**src/rtl/dtti_pkg.sv**
```systemverilog
// Package for the checked decimal text to integer converter.
// Holds character codes, type limits, register indexes and reset values.
// Used by decimal_text_to_integer_checked and the testbench; depends on nothing.
package dtti_pkg;

  localparam int CharW  = 8;
  localparam int ValueW = 64;
  localparam int ProdW  = ValueW + 4;

  localparam logic [CharW-1:0] CH_MINUS = 8'd45;
  localparam logic [CharW-1:0] CH_ZERO  = 8'd48;
  localparam logic [CharW-1:0] CH_NINE  = 8'd57;

  localparam logic [ValueW-1:0] MAX32 = 64'h0000_0000_7FFF_FFFF;
  localparam logic [ValueW-1:0] MAX64 = 64'h7FFF_FFFF_FFFF_FFFF;

  localparam logic REG_SEPARATOR = 1'b0;
  localparam logic REG_WIDE_MODE = 1'b1;

  localparam logic [CharW-1:0] SEPARATOR_RESET = 8'd44;
  localparam logic             WIDE_MODE_RESET = 1'b1;

endpackage

```
**src/rtl/decimal_text_to_integer_checked.sv**
```systemverilog
// Checked decimal text to signed integer converter, top level.
// A result is on the output in the cycle after the transfer of the field's last item.
// Throughput: one item per cycle unless a waiting result stalls the input; the multiply-by-ten
// add and limit compare into the magnitude register set the cycle.
// Reset (synchronous, rst_n low) clears the field state and sets the separator to ','
// and the mode to 64-bit. Depends on dtti_pkg.
module decimal_text_to_integer_checked (
  input  logic                                clk,
  input  logic                                rst_n,
  input  logic                                cfg_we,
  input  logic                                cfg_index,
  input  logic [dtti_pkg::CharW-1:0]          cfg_wdata,
  input  logic                                in_valid,
  output logic                                in_ready,
  input  logic [dtti_pkg::CharW-1:0]          in_char_code,
  input  logic                                in_has_char,
  input  logic                                in_field_end,
  output logic                                out_valid,
  input  logic                                out_ready,
  output logic signed [dtti_pkg::ValueW-1:0]  out_int_value,
  output logic                                out_out_of_range
);

  logic [dtti_pkg::CharW-1:0]  separator_r;
  logic                        wide_mode_r;

  logic [dtti_pkg::ValueW-1:0] magnitude_r, magnitude_nxt;
  logic                        negative_r, negative_nxt;
  logic                        at_start_r, at_start_nxt;
  logic                        stopped_r, stopped_nxt;
  logic                        overflowed_r, overflowed_nxt;

  logic                        out_valid_r;
  logic [dtti_pkg::ValueW-1:0] out_value_r, out_value_nxt;
  logic                        out_range_r, out_range_nxt;

  logic                        in_xfer, out_xfer;
  logic [3:0]                  digit;
  logic                        is_digit;
  logic [dtti_pkg::ValueW-1:0] top_limit, digit_limit, end_limit;
  logic [dtti_pkg::ProdW-1:0]  mag_ext, product;

  assign in_ready = !out_valid_r || out_ready;
  assign in_xfer  = in_valid && in_ready;
  assign out_xfer = out_valid_r && out_ready;

  assign digit      = in_char_code[3:0] - dtti_pkg::CH_ZERO[3:0];
  assign is_digit   = (in_char_code >= dtti_pkg::CH_ZERO) && (in_char_code <= dtti_pkg::CH_NINE);
  assign top_limit  = wide_mode_r ? dtti_pkg::MAX64 : dtti_pkg::MAX32;
  assign digit_limit = top_limit + {{(dtti_pkg::ValueW-1){1'b0}}, negative_r};
  assign mag_ext    = {4'b0000, magnitude_r};
  assign product    = (mag_ext << 3) + (mag_ext << 1) + {{(dtti_pkg::ProdW-4){1'b0}}, digit};

  always_comb begin
    magnitude_nxt  = magnitude_r;
    negative_nxt   = negative_r;
    at_start_nxt   = at_start_r;
    stopped_nxt    = stopped_r;
    overflowed_nxt = overflowed_r;
    if (in_has_char) begin
      at_start_nxt = 1'b0;
      if (!stopped_r && !overflowed_r) begin
        if (at_start_r && (in_char_code == dtti_pkg::CH_MINUS)) begin
          negative_nxt = 1'b1;
        end else if (in_char_code == separator_r) begin
          magnitude_nxt = magnitude_r;
        end else if (is_digit) begin
          if (product > {4'b0000, digit_limit}) begin
            overflowed_nxt = 1'b1;
          end else begin
            magnitude_nxt = product[dtti_pkg::ValueW-1:0];
          end
        end else begin
          stopped_nxt = 1'b1;
        end
      end
    end
  end

  assign end_limit = top_limit + {{(dtti_pkg::ValueW-1){1'b0}}, negative_nxt};

  always_comb begin
    out_range_nxt = overflowed_nxt || (magnitude_nxt > end_limit);
    if (out_range_nxt) begin
      out_value_nxt = '0;
    end else if (negative_nxt) begin
      out_value_nxt = '0 - magnitude_nxt;
    end else begin
      out_value_nxt = magnitude_nxt;
    end
  end

  always_ff @(posedge clk) begin
    if (!rst_n) begin
      separator_r <= dtti_pkg::SEPARATOR_RESET;
      wide_mode_r <= dtti_pkg::WIDE_MODE_RESET;
    end else if (cfg_we) begin
      case (cfg_index)
        dtti_pkg::REG_SEPARATOR: separator_r <= cfg_wdata;
        dtti_pkg::REG_WIDE_MODE: wide_mode_r <= cfg_wdata[0];
        default: separator_r <= separator_r;
      endcase
    end
  end

  always_ff @(posedge clk) begin
    if (!rst_n) begin
      magnitude_r  <= '0;
      negative_r   <= 1'b0;
      at_start_r   <= 1'b1;
      stopped_r    <= 1'b0;
      overflowed_r <= 1'b0;
    end else if (in_xfer) begin
      if (in_field_end) begin
        magnitude_r  <= '0;
        negative_r   <= 1'b0;
        at_start_r   <= 1'b1;
        stopped_r    <= 1'b0;
        overflowed_r <= 1'b0;
      end else begin
        magnitude_r  <= magnitude_nxt;
        negative_r   <= negative_nxt;
        at_start_r   <= at_start_nxt;
        stopped_r    <= stopped_nxt;
        overflowed_r <= overflowed_nxt;
      end
    end
  end

  always_ff @(posedge clk) begin
    if (!rst_n) begin
      out_valid_r <= 1'b0;
    end else if (in_xfer && in_field_end) begin
      out_valid_r <= 1'b1;
    end else if (out_xfer) begin
      out_valid_r <= 1'b0;
    end
  end

  always_ff @(posedge clk) begin
    if (in_xfer && in_field_end) begin
      out_value_r <= out_value_nxt;
      out_range_r <= out_range_nxt;
    end
  end

  assign out_valid        = out_valid_r;
  assign out_int_value    = out_value_r;
  assign out_out_of_range = out_range_r;

  a_range_zero: assert property (@(posedge clk) disable iff (!rst_n)
    out_valid_r && out_range_r |-> out_value_r == '0)
    else $error("Out-of-range result carries a nonzero value.");

  a_end_gives_result: assert property (@(posedge clk) disable iff (!rst_n)
    in_xfer && in_field_end |=> out_valid_r && at_start_r && magnitude_r == '0)
    else $error("Field end did not produce a result and clear the field state.");

  a_narrow_sign_ext: assert property (@(posedge clk) disable iff (!rst_n)
    out_valid_r && !wide_mode_r |->
      (out_value_r[63:31] == '0) || (out_value_r[63:31] == '1))
    else $error("32-bit result is not sign-extended.");

  a_magnitude_bound: assert property (@(posedge clk) disable iff (!rst_n)
    magnitude_r <= (dtti_pkg::MAX64 + 64'd1))
    else $error("Magnitude exceeds the largest legal value.");

endmodule

```
**config.mk**
```make
export PLATFORM = sky130hd
export DESIGN_NAME = decimal_text_to_integer_checked
export DESIGN_NICKNAME = d
export VERILOG_FILES = /design/src/rtl/dtti_pkg.sv /design/src/rtl/decimal_text_to_integer_checked.sv
export SDC_FILE = /design/constraint.sdc
export NUM_CORES = 1
export LEC_CHECK = 0
export BUFFER_PORTS_ARGS = -buffer_cell sky130_fd_sc_hd__buf_2
export CAP_MARGIN = 20
export CORE_MARGIN = 2
export CORE_UTILIZATION = 50
export CTS_BUF_LIST = sky130_fd_sc_hd__clkbuf_16
export CTS_CLUSTER_SIZE = 16
export DETAILED_ROUTE_END_ITERATION = 8
export PLACE_DENSITY = 0.67
export SETUP_SLACK_MARGIN = 0.15
export SLEW_MARGIN = 10
export SYNTH_ARGS = -nofsm -noshare
export SYNTH_HDL_FRONTEND = slang
export SYNTH_SLANG_ARGS = --single-unit
```
**constraint.sdc**
```tcl
create_clock -name clk -period 15 [get_ports clk]
set_input_delay 3.75 -clock clk [delete_from_list [all_inputs] [get_ports clk]]
set_output_delay 3.75 -clock clk [all_outputs]
set_load 0.01 [all_outputs]
```
==> flow_summary.toml, run 1 <==
[placed_design]
dp_hpwl_microns = 49300
numPortBuffers = 90
place.gp.congestion = 0.991
placed_cell_area_sq_um = 18000

[global_route]
grt_max_degree = 77
grt_pass1_vias = 17054
antenna_found_initial = 2
grt_usage_pct = 34.9
grt_overflow = 0
grt_pass1_wl_microns = 98300

[critical_path]
required_ps = 15160
critPathKind = "in -> reg"
slowest_delay_ps = 760
worstPathMaxFanout = 43
r2r-end = "out_int_value[19]"
crit_top_cell = "a21oi_1"
reg2regPathDepth = 33
crit_path_end_kind = "register"
critical-path-slowest-cell = "a2111oi_0"
arrival_ps = 13920
startpoint_type = "primary input"
ff2ff_setup_slack_ps = 3880
r2r-start = "magnitude_r[11]"

[worst_hold_path]
holdPathStages = 1
min-delay-start = "at_start_r"
hold_end = "at_start_r"
hold_path_class = "reg -> reg"

[sta]
fmax_ghz = 0.0727
slew_viol_final = 0
period_share_pct = 91.7
final_hold_viol_count = 0
finalClockSkew_ps = 12.2
slew_headroom_pct = 27.4
setup-tns-final_ps = 0
period_minus_slack_ps = 13750
worstMarginPinSlew_ps = 1090
rsz0062_at_grt = "false"
setup_viol = 0

[route]
drt-met1-wl_microns = 26300
ant_nets = 0
wl_met3_microns = 4750
dr.max_layer_used = "met5"
route.met2.wl_microns = 30000
dr.pass1.iters = 7
viasPerCell = 6.72
wl_per_cell_microns = 23.9
vias = 17986
drt-total-wl_microns = 64000
drc_errors = 0
dr.first_iter.drc_count = 1880

[clock_tree]
clock_latency_ps = 440
cts_setup_buffers = 0
hold_buffers = 0
root_buffer = "clkbuf_16"
cts_htree_levels = 4
clk_pin_slew_ps = 60
cts_buffers = 17
cts_sinks = 143
cts_tree = "yes"
ctsResizeCount = 0
cts_buffer_depth = 2

[die]
die_h_microns = 190
dieArea_sq_um = 36100
die_w_microns = 190
core-area_sq_um = 34300
start_util_pct = 50.4
std_cell_rows = 68
io_pins = 91

[yosys]
syn_nets = 2475
synth_flop_cell = "dfxtp_1"
syn_area_per_cell_sq_um = 7.89
synth_top_area_cell = "ha_1"
async_flop_share_pct = 0
ys_seq_area_share_pct = 20.3
synth.distinct_cells = 97
synth_top_area_share_pct = 18.8
ys_top_cells_by_area = "ha_1 (19%), edfxtp_1 (11%), dfxtp_1 (9.0%)"
ys_ff_latch = 143
synth_edf_count = 65
synthCells = 2189
ys_top_cells_by_count = "ha_1 (260), nand2_1 (251), a21oi_1 (175)"
syn_area_sq_um = 17300
yosysMostFrequentCell = "ha_1"
yosys_warnings = 0

[power]
p_total_mw = 0.918
ir_worst_vdd_mv = 0.0835
powerDensity_nw_per_um2 = 49.4
power_leakage_nw = 8.80

[run_status]
status = "complete, no violations"

[finish]
fillers = 3261
fin_area_sq_um = 18600
ff_latch_area_sq_um = 3510
n_antenna_cell = 0
multi_input_area_sq_um = 13100
finalNetCount = 2494
fin_util_pct = 54.2
drive_gt1_share_pct = 9.73
synthToLayoutAreaGrowth_pct = 7.52

[run]
maxCapViolations = 0
## worst max-delay path by stage
| stage | from | slack (ps) | end | cells after the start |
|---|---|---|---|---|
| floorplan | in_char_code[3] | 2690 | out_int_value[59] | 41 |
| global placement | in_char_code[3] | 1220 | out_int_value[1] | 37 |
| detailed placement | in_char_code[3] | 1130 | out_int_value[1] | 37 |
| CTS | in_char_code[3] | 1530 | out_int_value[1] | 37 |
| global route | in_char_code[3] | 720 | out_int_value[6] | 35 |
| finish | in_char_code[3] | 1250 | out_int_value[19] | 35 |
## critical path: cells and delay by family
family	cells	cell delay [ps]
AOI/OAI and AO/OA	14	3580
xor gates and xnor gates	1	350
adders and majority gates	4	1640
buffers and inverters	5	1540
muxes	1	450
and+or+nand+nor	10	2510
## power by group
part | internal [mW] | total, mW | switching [mW]
sequential | 0.415 | 0.419 | 0.00422
combinational | 0.0238 | 0.0737 | 0.0500
clock | 0.244 | 0.425 | 0.181
total | 0.683 | 0.918 | 0.236
## kinds of logic after synthesis
logic type                 share of synthesized area (%)
adders and majority gates                           19.1
xor gates and xnor gates                            4.77
buffers and inverters                               3.99
DFF                                                 20.3
AOI/OAI and AO/OA                                   23.2
and+or+nand+nor                                     25.2
muxes                                               3.43
## per-layer routing
| metal | track usage, % | vias up |
|---|---|---|
| li1 | - | 8285 |
| met1 | 44.2 | 8589 |
| met2 | 58.7 | 909 |
| met3 | 5.20 | 201 |
| met4 | 15.7 | 2 |
| met5 | 0 | - |
## layout make-up
type,instances,share of cell area (%)
Tap cell,455,3.07
Clock inverter,15,0.795
Inverter,53,1.07
Clock buffer,17,2.29
Sequential cell,143,18.9
Multi-Input combinational cell,1880,70.5
Timing Repair Buffer,113,3.35
## metrics by stage
stage | setup WS [ps] | cells | hold slack (ps)
2_1_floorplan | 2690 | 2189 | 426
3_3_place_gp | 1220 | 2644 | 440
3_5_place_dp | 1130 | 2644 | 443
4_1_cts | 1530 | 2676 | 458
5_1_grt | 724 | 2676 | 484
6_report | 1250 | 2676 | 457
## layout by cell type (no fill, tap or decap), types with 16 or more instances in the layout
cell type and count:
a211oi_1 16, a21o_1 48, a21oi_1 175, a22oi_1 64
a31oi_1 26, and3_1 23, buf_2 90, buf_4 23
clkbuf_16 17, dfxtp_1 78, edfxtp_1 65, ha_1 260
inv_1 51, mux2_2 25, mux2i_1 30, nand2_1 250
nand2b_1 21, nand3_1 66, nand4_1 61, nor2_1 157
nor2b_1 75, nor3_1 66, nor4_1 42, o211ai_1 18
o21a_1 17, o21ai_0 105, o31ai_1 17, or3_1 21
xnor2_1 58, xor2_1 36
## sequential cells by signal, indices dropped and copies added (netlist names)
name	cells
out_valid	1
magnitude_r	64
negative_r	1
overflowed_r	1
at_start_r	1
out_out_of_range	1
out_int_value	64
wide_mode_r	1
separator_r	8
stopped_r	1
Note: power is estimated with default switching activity, not from simulation.
==> run 2, diff against run 1 <==
==> constraint.sdc (replaced) <==
create_clock -name clk -period 17 [get_ports clk]
set_input_delay 4.25 -clock clk [delete_from_list [all_inputs] [get_ports clk]]
set_output_delay 4.25 -clock clk [all_outputs]
set_load 0.01 [all_outputs]
==> run 2 against run 1 <==
Net effect: final area up 0.20%; count of clock-buffer cells in the layout is 2 higher; clock skew about the same; sequential power is 12% lower; die area unchanged; critical endpoint is now out_int_value[58]; largest cell class unchanged.
==> flow_summary.toml, run 2 (same netlist as run 1, synthesis figures left out) <==
[finish]
mostFrequentLayoutCell = "ha_1"
ff_latch_area_sq_um = 3510
n_antenna_cell = 0
fillers = 3244
finalNetCount = 2498
synthToLayoutAreaGrowth_pct = 7.73
multi_input_area_sq_um = 13100
final_cell_mix = "ha_1 (260), nand2_1 (250), a21oi_1 (175)"
drive_gt1_share_pct = 9.98

[sta]
slew_headroom_pct = 25.9
period_share_pct = 89.2
worstMarginPinSlew_ps = 1100
rsz0062_at_grt = "false"
setup_viol = 0
final_hold_viol_count = 0
fmax_ghz = 0.0660
fin_ws_ps = 1840
finalClockSkew_ps = 12.1
slew_viol_final = 0
setup-tns-final_ps = 0
period_minus_slack_ps = 15160

[route]
dr.first_iter.drc_count = 2163
vias = 17919
drc_errors = 0
dr.pass1.iters = 6
viasPerCell = 6.69
drt-total-wl_microns = 63400
wl_per_cell_microns = 23.7
ant_nets = 0

[clock_tree]
ctsResizeCount = 0
cts_tree = "yes"
cts_setup_buffers = 0
hold_buffers = 0
clk_pin_slew_ps = 70
cts_sinks = 143
cts_buffer_depth = 2
root_buffer = "clkbuf_16"
clock_latency_ps = 450
cts_htree_levels = 4
cts_buffers = 17

[global_route]
grt_usage_pct = 34.9
grt_pass1_wl_microns = 98500
grt_pass1_vias = 17075
grt_max_degree = 77
grt_overflow = 0
antenna_found_initial = 1

[placed_design]
place.gp.congestion = 0.972
dp_hpwl_microns = 49100
numPortBuffers = 90
post-place-ws_ps = 1600

[critical_path]
ff2ff_setup_slack_ps = 5100
required_ps = 17320
r2r-end = "out_int_value[58]"
startpoint_type = "primary input"
critPathLaunch = "in_char_code[3]"
cp-endpoint = "out_int_value[58]"
crit_top_cell = "a21o_1"
critPathKind = "in -> reg"
critical-path-slowest-cell = "a2111oi_0"
slowest_delay_ps = 630
r2r-start = "magnitude_r[11]"
worstPathMaxFanout = 48
reg2regPathDepth = 39
crit_path_end_kind = "register"
arrival_ps = 15480

[die]
die_w_microns = 190
dieArea_sq_um = 36100
io_pins = 91
die_h_microns = 190
std_cell_rows = 68
core-area_sq_um = 34300
start_util_pct = 50.4

[power]
power_leakage_nw = 8.82
ir_worst_vdd_mv = 0.0789
powerDensity_nw_per_um2 = 43.7
p_total_mw = 0.813

[run_status]
status = "complete, no violations"

[run]
maxCapViolations = 0

[worst_hold_path]
hold_path_class = "reg -> reg"
## run 2: cell types whose count changed in the layout (fill, tap and decap cells not counted), sizes merged
cell	delta
clkinvlp	-2
clkbuf	+3
clkinv	-1
buf	+3
inv	+3
bufinv	-2
## run 2: final cells by class
type	count	share of cell area [%]
Sequential cell	143	18.9
Inverter	53	1.07
Clock buffer	19	2.55
Clock inverter	13	0.531
Multi-Input combinational cell	1880	70.4
Tap cell	455	3.06
Timing Repair Buffer	117	3.54
## run 2: power by group
group / internal, mW / leakage (nW) / total [mW] / switching (mW)
Sequential: 0.366 / 1.24 / 0.369 / 0.00342
Clock: 0.206 / 0.290 / 0.378 / 0.172
Combinational: 0.0215 / 7.29 / 0.0659 / 0.0444
Total: 0.594 / 8.82 / 0.813 / 0.219
## run 2: worst min path at each step
stage | from | endpoint | depth (start not counted)
after global routing | separator_r[5] | separator_r[5] | 2
after floorplan | at_start_r | at_start_r | 1
after detailed placement | at_start_r | at_start_r | 1
after global placement | at_start_r | at_start_r | 1
after CTS | stopped_r | stopped_r | 2
final | separator_r[1] | separator_r[1] | 2
## run 2: worst max-delay path: cells and delay by family
family                     cells  cell delay (ps)
AOI/OAI and AO/OA             21             4880
buffers and inverters          6             1540
adders and majority gates      4             1660
muxes                          1              440
xor gates and xnor gates       1              290
and+or+nand+nor                7             2390
## run 2: per-stage QoR
step | util [%] | instances | hold WS, ps | cell area, sq um
after floorplan | - | 2189 | 426 | 17300
after detailed placement | 52.5 | 2646 | 443 | 18000
after global placement | 52.5 | 2646 | 443 | 18000
after global routing | 54.3 | 2680 | 496 | 18600
final | 54.3 | 2680 | 481 | 18600
after CTS | 54.2 | 2678 | 474 | 18600
## run 2: per-layer routing
metal | GRT usage [%] | share of wire, %
met1 | 45.0 | 41
met2 | 57.6 | 46
met3 | 4.69 | 7.3
met4 | 16.8 | 5.1
met5 | 0 | 0
